File: config.mk
export PLATFORM = sky130hd
export DESIGN_NAME = srt_cell
export DESIGN_NICKNAME = d
export VERILOG_FILES = /design/src/design/srt_pkg.sv /design/src/design/srt_cell.sv
export SDC_FILE = /design/constraint.sdc
export NUM_CORES = 1
export LEC_CHECK = 0
export BUFFER_PORTS_ARGS = -buffer_cell sky130_fd_sc_hd__buf_4
export CAP_MARGIN = 20
export CELL_PAD_IN_SITES_DETAIL_PLACEMENT = 1
export CELL_PAD_IN_SITES_GLOBAL_PLACEMENT = 2
export CORE_MARGIN = 1.5
export CORE_UTILIZATION = 24
export CTS_CLUSTER_SIZE = 28
export DETAILED_ROUTE_END_ITERATION = 8
export PLACE_DENSITY_LB_ADDON = 0.2
export SLEW_MARGIN = 20
export SYNTH_ARGS = -nofsm -noshare
export SYNTH_HDL_FRONTEND = slang
export SYNTH_SLANG_ARGS = --single-unit
export TNS_END_PERCENT = 30
File: constraint.sdc
create_clock -name i_clk -period 4.2 [get_ports i_clk]
set_clock_uncertainty 0.2 [all_clocks]
set_input_delay 0.63 -clock i_clk [delete_from_list [all_inputs] [get_ports i_clk]]
set_output_delay 0.63 -clock i_clk [all_outputs]
set_load 0.01 [all_outputs]
File: src/design/srt_pkg.sv
package srt_pkg;

    localparam int KEY_W   = 16;
    localparam int REF_W   = 14;
    localparam int GRADE_W = 11;
    localparam int POS_W   = 7;
    localparam int CNT_W   = 7;

    // slave tdata: key, offer_ref, grade, zero pad to 48 bits
    localparam int S_DATA_W = 48;
    localparam int S_USER_W = 1;
    // master tdata: position, count, zero pad to 16 bits
    localparam int M_DATA_W = 16;
    localparam int M_USER_W = 2;

    typedef enum logic {
        FUNC_INS = 1'b0,
        FUNC_DEL = 1'b1
    } t_func;

    typedef enum logic [1:0] {
        ST_DONE    = 2'd0,
        ST_DUP     = 2'd1,
        ST_FULL    = 2'd2,
        ST_MISSING = 2'd3
    } t_status;

    typedef struct packed {
        logic [KEY_W-1:0]   key;
        logic [REF_W-1:0]   offer_ref;
        logic [GRADE_W-1:0] grade;
    } t_rec;

    // per-cycle commands broadcast to every cell of the row
    typedef struct packed {
        logic cmp;
        logic ins;
        logic del;
    } t_cell_ctl;

endpackage

File: src/design/srt_cell.sv
module srt_cell
    import srt_pkg::*;
(
    input  logic             i_clk,
    input  t_cell_ctl        i_ctl,
    input  logic [KEY_W-1:0] i_cmp_key,
    input  logic             i_occ,
    input  t_rec             i_new,
    input  t_rec             i_prev,
    input  logic             i_prev_ge,
    input  t_rec             i_next,
    output t_rec             o_rec,
    output logic             o_ge,
    output logic             o_eq
);

    t_rec r_rec;
    logic r_ge;
    logic r_eq;

    // an empty cell counts as "not less", so the ge flags form a thermometer over the row
    always_ff @(posedge i_clk) begin
        if (i_ctl.cmp) begin
            r_ge <= !i_occ || (r_rec.key >= i_cmp_key);
            r_eq <= i_occ && (r_rec.key == i_cmp_key);
        end
        if (i_ctl.ins && r_ge) begin
            // take the left neighbor above the slot, the new record at the slot
            r_rec <= i_prev_ge ? i_prev : i_new;
        end else if (i_ctl.del && r_ge) begin
            r_rec <= i_next;
        end
    end

    assign o_rec = r_rec;
    assign o_ge  = r_ge;
    assign o_eq  = r_eq;

endmodule

==> flow_summary.ini, run 1 <==
[setup_path]
required_ns = 4.04
cp-end-kind = flop
critPathKind = in2reg
arrival_ns = 2.06
startpoint = i_ctl[1]
timing.critical_path.fanout_max = 55
r2r_start = o_ge
cp-start-kind = primary input

[floorplan]
die_area_um2 = 11400
coreArea_um2 = 10370
ios = 188
die_width_um = 106.8
die_h_um = 106.8
num_rows = 37
initial_core_util_pct = 24.93

[synthesis]
synth_compound_gate_area_share_pct = 11.18
ys_ff_latch = 43
synthTopCellsByCount = a21oi_1 (46), edfxtp_1 (43), mux2i_1 (41), nor2_1 (41)
synth_cells = 238
synth_top_family_by_area = multiplexers
synth_top_area_share_pct = 49.95
synth_adder_area_share_pct = 7.744
synth.net_count = 399
synth_edf_count = 43
synthXorXnorAreaFrac_pct = 0
ys_warn_count = 0
async_flop_share_pct = 0
ys_seq_area_share_pct = 49.95
synth_cell_types = 24
synthTopCellsByArea = edfxtp_1 (50%), mux2i_1 (16%), a21oi_1 (8.9%), ha_1 (7.7%), nor2_1 (6.0%)
synth.area.mux_share_pct = 15.88
synth_flop_cell = edfxtp_1
syn-cell-area_um2 = 2585
avgSynthCellArea_um2 = 10.86
synth_top_cell_by_area = edfxtp_1
synthSimpleGateAreaFrac_pct = 9.826
synth.most_common_cell = a21oi_1

[clock_tree]
holdBufCountCts = 0
insertion_delay_ns = 0.29
cts_root_buffer = clkbuf_8
ctsResizeCount = 0
cts_setup_buffers = 0
cts_tree = yes
cts_buffer_depth = 2
clock-sinks = 43
clk_pin_slew_worst_paths_ns = 0.09
numCtsBuffers = 5
htree_levels = 2

[grt]
antenna_found_initial = 0
grt_usage_pct = 13.84
grt_start_max_net_pins = 56
grt_pass1_vias = 2502
grt_pass1_wl_mm = 12.22
grt-ovfl-total = 0

[route]
drt_iter0_drc = 60
wire_per_inst_um = 14.84
vias = 2435
drc = 0
ant_nets = 0
routed_via_density = 4.379
drt_wl_total_mm = 8.252
firstDrtPassIters = 4

[finish]
drive_gt1_share_pct = 48.10
fillerInstances = 1208
insertedDiodeCount = 0
area_delta_synth_final_pct = 62.73
final_util_pct = 40.56
nets = 580

[pwr]
p_leak_nw = 2.017
total_power_mw = 1.212
switching_share_pct = 26.39
power_density_nw_per_um2 = 288.2
p_clk_share_pct = 27.4
combPwrFrac_pct = 27.9
peakVddDrop_mv = 0.1533
internal_power_mw = 0.8924
pwr-share-seq_pct = 44.7
netSwitchingPower_mw = 0.3199

[worst_hold_path]
hp-start = i_ctl[2]
hold_class = in2reg

[placed_design]
globalplace.congestion = 0.7059
portBuffers = 187
hpwl_mm = 6.571

[sta]
fmax_mhz = 450.7
finalHoldViolCount = 0
fin_crit_sh_pct = 52.82
final-setup-viol-count = 0
drv_slew = 0
rsz0062_at_grt = no
slew_headroom_pct = 35.51
tightest_slew_ns = 0.9674
setup_tns_ns = 0
post-route-min-period_ns = 2.219

[status]
outcome = finished clean

[flow_run]
drv_cap = 0
==> sequential cells by signal, summed over array words and instances, names as in the netlist <==
name and count:
o_rec 41, o_ge 1, o_eq 1
==> per-stage QoR <==
stage	instance area, um2	instances	hold WS [ns]	worst slack [ns]
after CTS	4200	556	0.3334	1.970
after floorplan	2585	238	0.5425	1.988
after detailed placement	4089	548	0.5540	1.631
final	4207	556	0.3485	1.981
after global placement	4089	548	0.5763	1.703
after global routing	4207	556	0.3273	1.784
==> placed cells by master (no fill, tap or decap), drive strengths merged, types with 2 or more instances in the layout <==
cell type  count
o21a           2
nor2          41
nand2          5
inv           17
mux2i         41
a21oi         46
buf          188
clkbuf         5
edfxtp        43
ha            16
nand4          2
==> routing by layer <==
layer / track usage (%) / up-vias / part of all wire [%]
li1: - / 1219 / -
met1: 15.45 / 1090 / 38
met2: 24.08 / 122 / 49
met3: 6.018 / 4 / 12
met4: 3.524 / 0 / 0.74
met5: 0 / - / 0
==> power by group through the flow <==
| stage | registers [mW] | clock network, mW | logic (mW) |
|---|---|---|---|
| after detailed placement | 0.552 | 0 | 0.344 |
| after global routing | 0.546 | 0.367 | 0.375 |
| after CTS | 0.543 | 0.348 | 0.345 |
| after floorplan | 0.570 | 0 | 0.130 |
| after global placement | 0.551 | 0 | 0.337 |
| final | 0.542 | 0.332 | 0.338 |
==> cells by family after synthesis <==
family,count (synthesis)
AO/OA/AOI/OAI,53
adder cells (fa/ha/maj),16
buffers and inverters,30
flip-flops,43
multiplexers,41
AND/OR/NAND/NOR,55
==> final cells by class <==
cell class,instances,area (um2),share of cell area (%)
multi-input combinational,165,1162,27.63
sequential,43,1291,30.70
clock buffer,5,68.82,1.636
tap,136,170.2,4.045
timing repair buffer,188,1411,33.55
clock inverter,3,42.54,1.011
inverter,16,60.06,1.428
==> worst max-delay path, stage by stage <==
cell	delay [ns]
buf_4	0.09
and2_2	0.78
buf_4	0.42
a21oi_1	0.11
==> final timing paths <==
path | depth (start not counted) | to | slack [ns]
hold / removal | 1 | o_eq | 0.35
setup reg to reg | 3 | o_rec[40] | 1.99
hold reg to reg | 3 | o_ge | 0.56
setup / recovery | 4 | o_rec[40] | 1.98
No activity file was read; power rests on OpenSTA's default activity.
==> run 2: changes to the inputs <==
--- a/config.mk
+++ b/config.mk
@@ -5,12 +5,13 @@
 export SDC_FILE = /design/constraint.sdc
 export NUM_CORES = 1
 export LEC_CHECK = 0
+export ABC_AREA = 1
 export BUFFER_PORTS_ARGS = -buffer_cell sky130_fd_sc_hd__buf_4
 export CAP_MARGIN = 20
 export CELL_PAD_IN_SITES_DETAIL_PLACEMENT = 1
 export CELL_PAD_IN_SITES_GLOBAL_PLACEMENT = 2
 export CORE_MARGIN = 1.5
-export CORE_UTILIZATION = 24
+export CORE_UTILIZATION = 21
 export CTS_CLUSTER_SIZE = 28
 export DETAILED_ROUTE_END_ITERATION = 8
 export PLACE_DENSITY_LB_ADDON = 0.2
==> constraint.sdc (replaced) <==
create_clock -name i_clk -period 1.9 [get_ports i_clk]
set_clock_uncertainty 0.2 [all_clocks]
set_input_delay 0.285 -clock i_clk [delete_from_list [all_inputs] [get_ports i_clk]]
set_output_delay 0.285 -clock i_clk [all_outputs]
set_load 0.01 [all_outputs]
==> flow_summary.ini, run 2 <==
[floorplan]
coreArea_um2 = 13400
die_h_um = 121.0
initial_core_util_pct = 21.80
ios = 188
num_rows = 42
die_area_um2 = 14630
die_width_um = 121.0

[setup_path]
timing.critical_path.fanout_max = 3
r2r_start = o_rec[40]
cp_cell_sequence = ha_1 > nand2_1 > nor2_1 > nand2_1 > nor2_1 > nor2_1 > nand2_1
critPathKind = reg2reg
cp-start-kind = flop
startpoint = o_rec[40]
ff2ff_path_depth = 7
cp-end-kind = flop
cpPeakStageDelay_ns = 0.45
slowest_stage = edfxtp_1
arrival_ns = 1.55
required_ns = 1.73

[clock_tree]
cts_buffer_depth = 2
clock-sinks = 43
cts_tree = yes
cts_root_buffer = clkbuf_16
htree_levels = 2
insertion_delay_ns = 0.28
clk_pin_slew_worst_paths_ns = 0.06
cts_setup_buffers = 0
holdBufCountCts = 0
ctsResizeCount = 0
numCtsBuffers = 5

[synthesis]
ys_warn_count = 0
synth_top_area_share_pct = 44.20
avgSynthCellArea_um2 = 9.364
synth.most_common_cell = nand2_1
synth.net_count = 473
synth_cell_types = 15
synthTopCellsByCount = nand2_1 (70), a21oi_2 (66), nor2_1 (51)
synth_cells = 312
synth_edf_count = 43
synth_flop_cell = edfxtp_1
async_flop_share_pct = 0
synthTopCellsByArea = edfxtp_1 (44%), a21oi_2 (20%), nand2_1 (9.0%), ha_1 (6.9%), nor2_1 (6.6%)
synth_top_cell_by_area = edfxtp_1
syn-cell-area_um2 = 2922
ys_ff_latch = 43
ys_seq_area_share_pct = 44.20

[finish]
largest_reg_flops = 41
mostFrequentLayoutCells = buf_4 (190), nand2_1 (69), a21oi_2 (66)
fin_cells = 673
drive_gt1_share_pct = 54.33
insertedDiodeCount = 0
fin_area_um2 = 4619
area_delta_synth_final_pct = 58.12
nets = 657
layout_commonest_cell = buf_4
fillerInstances = 1588

[placed_design]
hpwl_mm = 7.942
dp.cells = 665
portBuffers = 187
globalplace.congestion = 0.7327
placedInstanceArea_um2 = 4482

[route]
wire_per_inst_um = 14.75
vias = 2832
drt_iter0_drc = 74
routed_via_density = 4.208
drc = 0
ant_nets = 0
drt_wl_total_mm = 9.930
firstDrtPassIters = 4

[sta]
setup_tns_ns = 0
tightest_slew_ns = 0.4480
finalHoldViolCount = 0
final-setup-viol-count = 0
post-route-min-period_ns = 1.725
fmax_mhz = 579.6
fin_crit_sh_pct = 90.81
rsz0062_at_grt = no
slew_headroom_pct = 70.14
drv_slew = 0

[pwr]
internal_power_mw = 2.133
p_leak_nw = 2.113
netSwitchingPower_mw = 0.8325
pwr-share-seq_pct = 41.1
power_density_nw_per_um2 = 642.0
peakVddDrop_mv = 0.3141
p_clk_share_pct = 28.4
total_power_mw = 2.966
combPwrFrac_pct = 30.5
switching_share_pct = 28.07

[flow_run]
drv_cap = 0

[grt]
grt_pass1_wl_mm = 15.55
grt_pass1_vias = 3112
grt-ovfl-total = 0
antenna_found_initial = 0
grt_usage_pct = 13.71
grt_start_max_net_pins = 42

[worst_hold_path]
hold_class = in2reg
hp-start = i_ctl[2]
hold_depth = 1

[status]
outcome = finished clean
## run 2: changes by cell type in the layout (fill, tap and decap cells not counted), moves of 2 or more
cell	change
a21oi_2	+66
buf_12	+4
nor2_1	+10
buf_4	+2
clkbuf_1	+2
mux2i_1	-41
inv_1	+8
a21oi_1	-26
clkbuf_16	+5
nand2_1	+64
clkbuf_8	-5
## run 2: area by class of cell
type | instances | area (um2) | share of cell area [%]
multi-input combinational | 226 | 1359 | 29.41
clock buffer | 7 | 132.6 | 2.871
clock inverter | 1 | 5.005 | 0.1083
timing repair buffer | 194 | 1506 | 32.61
tap | 176 | 220.2 | 4.767
sequential | 43 | 1291 | 27.95
inverter | 26 | 105.1 | 2.275
## run 2: worst max-delay path, delay by kind of cell, from the launching register on
kind / cells / cell delay [ns]
AND/OR/NAND/NOR: 6 / 0.50
adder cells (fa/ha/maj): 1 / 0.32
flip-flops: 1 / 0.45
## run 2: kinds of logic after synthesis
family / synth area share (%)
compound gates: 23.47
fa+ha+maj: 6.852
buf+inv: 9.379
flops: 44.20
simple gates: 16.10
## run 2: power groups by stage
stage / logic, mW / registers [mW] / clock network (mW)
final: 0.904 / 1.22 / 0.842
after detailed placement: 0.929 / 1.24 / 0
after global placement: 0.917 / 1.24 / 0
after global routing: 1.01 / 1.23 / 0.908
after CTS: 0.929 / 1.22 / 0.877
after floorplan: 0.391 / 1.28 / 0
## run 2: worst paths after layout
kind / endpoint / slack (ns)
worst max register to register: o_ge / 0.17
worst min-delay path: o_eq / 0.03
worst max-delay path: o_ge / 0.17
worst min register to register: o_ge / 0.74
## run 2: per-layer routing
layer | global-route usage, % | vias to the layer above | part of all wire (%) | wire [um]
li1 | - | 1411 | - | -
met1 | 15.50 | 1306 | 40 | 3959
met2 | 25.14 | 111 | 50 | 4960
met3 | 4.511 | 4 | 9.4 | 935
met4 | 2.647 | 0 | 0.77 | 76
met5 | 0 | - | 0 | 0
## run 2: through the flow
| step | utilization (%) | hold WS (ns) | setup WS [ns] |
|---|---|---|---|
| 5_1_grt | 34.47 | 0.02417 | 0.06565 |
| 3_3_place_gp | 33.45 | 0.3177 | 0.1733 |
| 3_5_place_dp | 33.45 | 0.3196 | 0.1829 |
| 4_1_cts | 34.47 | 0.02737 | 0.1607 |
| 2_1_floorplan | - | 0.1975 | 0.1059 |
| 6_report | 34.47 | 0.03397 | 0.1745 |
==> run 3: changes to the inputs <==
--- a/config.mk
+++ b/config.mk
@@ -9,12 +9,12 @@
 export BUFFER_PORTS_ARGS = -buffer_cell sky130_fd_sc_hd__buf_4
 export CAP_MARGIN = 20
 export CELL_PAD_IN_SITES_DETAIL_PLACEMENT = 1
-export CELL_PAD_IN_SITES_GLOBAL_PLACEMENT = 2
+export CELL_PAD_IN_SITES_GLOBAL_PLACEMENT = 1
 export CORE_MARGIN = 1.5
-export CORE_UTILIZATION = 21
+export CORE_UTILIZATION = 27
 export CTS_CLUSTER_SIZE = 28
 export DETAILED_ROUTE_END_ITERATION = 8
-export PLACE_DENSITY_LB_ADDON = 0.2
+export PLACE_DENSITY = 0.76
 export SLEW_MARGIN = 20
 export SYNTH_ARGS = -nofsm -noshare
 export SYNTH_HDL_FRONTEND = slang
==> flow_summary.ini, run 3 (synthesis gave the netlist of run 2 again) <==
[status]
outcome = finished clean

[route]
drc = 0
routed_via_density = 4.535
drt_wl_total_mm = 9.488
firstDrtPassIters = 4
drt_iter0_drc = 80
wire_per_inst_um = 14.92
vias = 2884
ant_nets = 0

[pwr]
power_density_nw_per_um2 = 593.7
peakVddDrop_mv = 0.2801
total_power_mw = 2.710
p_leak_nw = 2.116

[sta]
hold-worst-slack_ns = 0.09634
drv_slew = 0
rsz0062_at_grt = no
fin_crit_sh_pct = 88.46
slew_headroom_pct = 76.68
finalHoldViolCount = 0
setup_tns_ns = 0
fmax_mhz = 595.0
post-route-min-period_ns = 1.681
tightest_slew_ns = 0.3498
final-setup-viol-count = 0

[floorplan]
die_h_um = 107.0
initial_core_util_pct = 28.05
ios = 188
die_width_um = 107.0
coreArea_um2 = 10420
num_rows = 37
die_area_um2 = 11450

[placed_design]
hpwl_mm = 7.688
globalplace.congestion = 0.8008
placedInstanceArea_um2 = 4472
portBuffers = 187

[finish]
nets = 660
fillerInstances = 1257
seq_area_um2 = 1291
layout_commonest_cell = buf_4
insertedDiodeCount = 0
multiInputGateArea_um2 = 1359
mostFrequentLayoutCells = buf_4 (190), nand2_1 (69), a21oi_2 (66)
drive_gt1_share_pct = 54.80
fin_area_um2 = 4566
area_delta_synth_final_pct = 56.27
largest_reg_flops = 41

[grt]
grt_pass1_vias = 3069
grt-ovfl-total = 0
grt_usage_pct = 16.66
grt_pass1_wl_mm = 14.79
antenna_found_initial = 0
grt_start_max_net_pins = 32

[setup_path]
ff2ff_path_depth = 7
timing.critical_path.fanout_max = 3
critPathKind = reg2reg
regToRegSetupSlack_ns = 0.22
r2r-end = o_ge
r2r_start = o_rec[40]
cp-start-kind = flop
startpoint = o_rec[40]
arrival_ns = 1.54
required_ns = 1.75
cp-end-kind = flop

[worst_hold_path]
hold_depth = 3
hp-start = i_next[6]
min_to = o_rec[6]
hold_class = in2reg

[clock_tree]
cts_tree = yes
cts_buffer_depth = 2
cts_root_buffer = clkbuf_8
clock-sinks = 43
clk_pin_slew_worst_paths_ns = 0.08
htree_levels = 2
insertion_delay_ns = 0.29
numCtsBuffers = 5

[flow_run]
drv_cap = 0
## run 3: cell count changes in the layout (fill, tap and decap cells not counted)
cell / delta
clkbuf_1: -2
clkbuf_8: +5
clkinv_2: +2
dlygate4sd3_1: +1
clkbuf_16: -5
buf_12: +2
## run 3: what timing repair did
action | in CTS | in global routing
hold endpoints to repair | 2 | 0
resized for setup | 0 | 0
hold buffers | 1 | 0
buffers inserted | 0 | 0
## run 3: how the worst max path moves through the flow
stage | endpoint | slack, ns | depth (start not counted)
6_report | o_ge | 0.22 | 7
3_5_place_dp | o_ge | 0.22 | 7
4_1_cts | o_ge | 0.21 | 7
3_3_place_gp | o_ge | 0.28 | 7
2_1_floorplan | o_rec[0] | 0.11 | 3
5_1_grt | o_ge | 0.06 | 7
## run 3: through the flow
stage / util [%] / instances / worst slack (ns)
after global routing: 43.83 / 636 / 0.06297
final: 43.83 / 636 / 0.2192
after detailed placement: 42.93 / 627 / 0.2165
after global placement: 42.93 / 627 / 0.2775
after CTS: 43.83 / 636 / 0.2078
after floorplan: - / 312 / 0.1059
## run 3: critical path, stage by stage (launching register included)
cell	delay [ns]
edfxtp_1	0.45
ha_1	0.32
nand2_1	0.10
nor2_1	0.07
nand2_1	0.11
nor2_1	0.06
nor2_1	0.09
nand2_1	0.05
## run 3: area by class of cell
type	instances	area share [%]
clock buffer	5	1.507
multi-input combinational	226	29.76
tap	136	3.727
clock inverter	3	0.3289
inverter	26	2.302
sequential	43	28.28
timing repair buffer	197	34.09
## run 3: layer usage
layer	up-vias	track usage (%)	wire length [um]
li1	1417	-	-
met1	1338	17.91	3538
met2	117	31.62	5072
met3	12	4.681	734
met4	0	4.286	142
met5	-	0	0
## run 3: power breakdown
part | switching (mW) | internal (mW)
clock | 0.319 | 0.252
combinational | 0.442 | 0.481
sequential | 0.0420 | 1.17
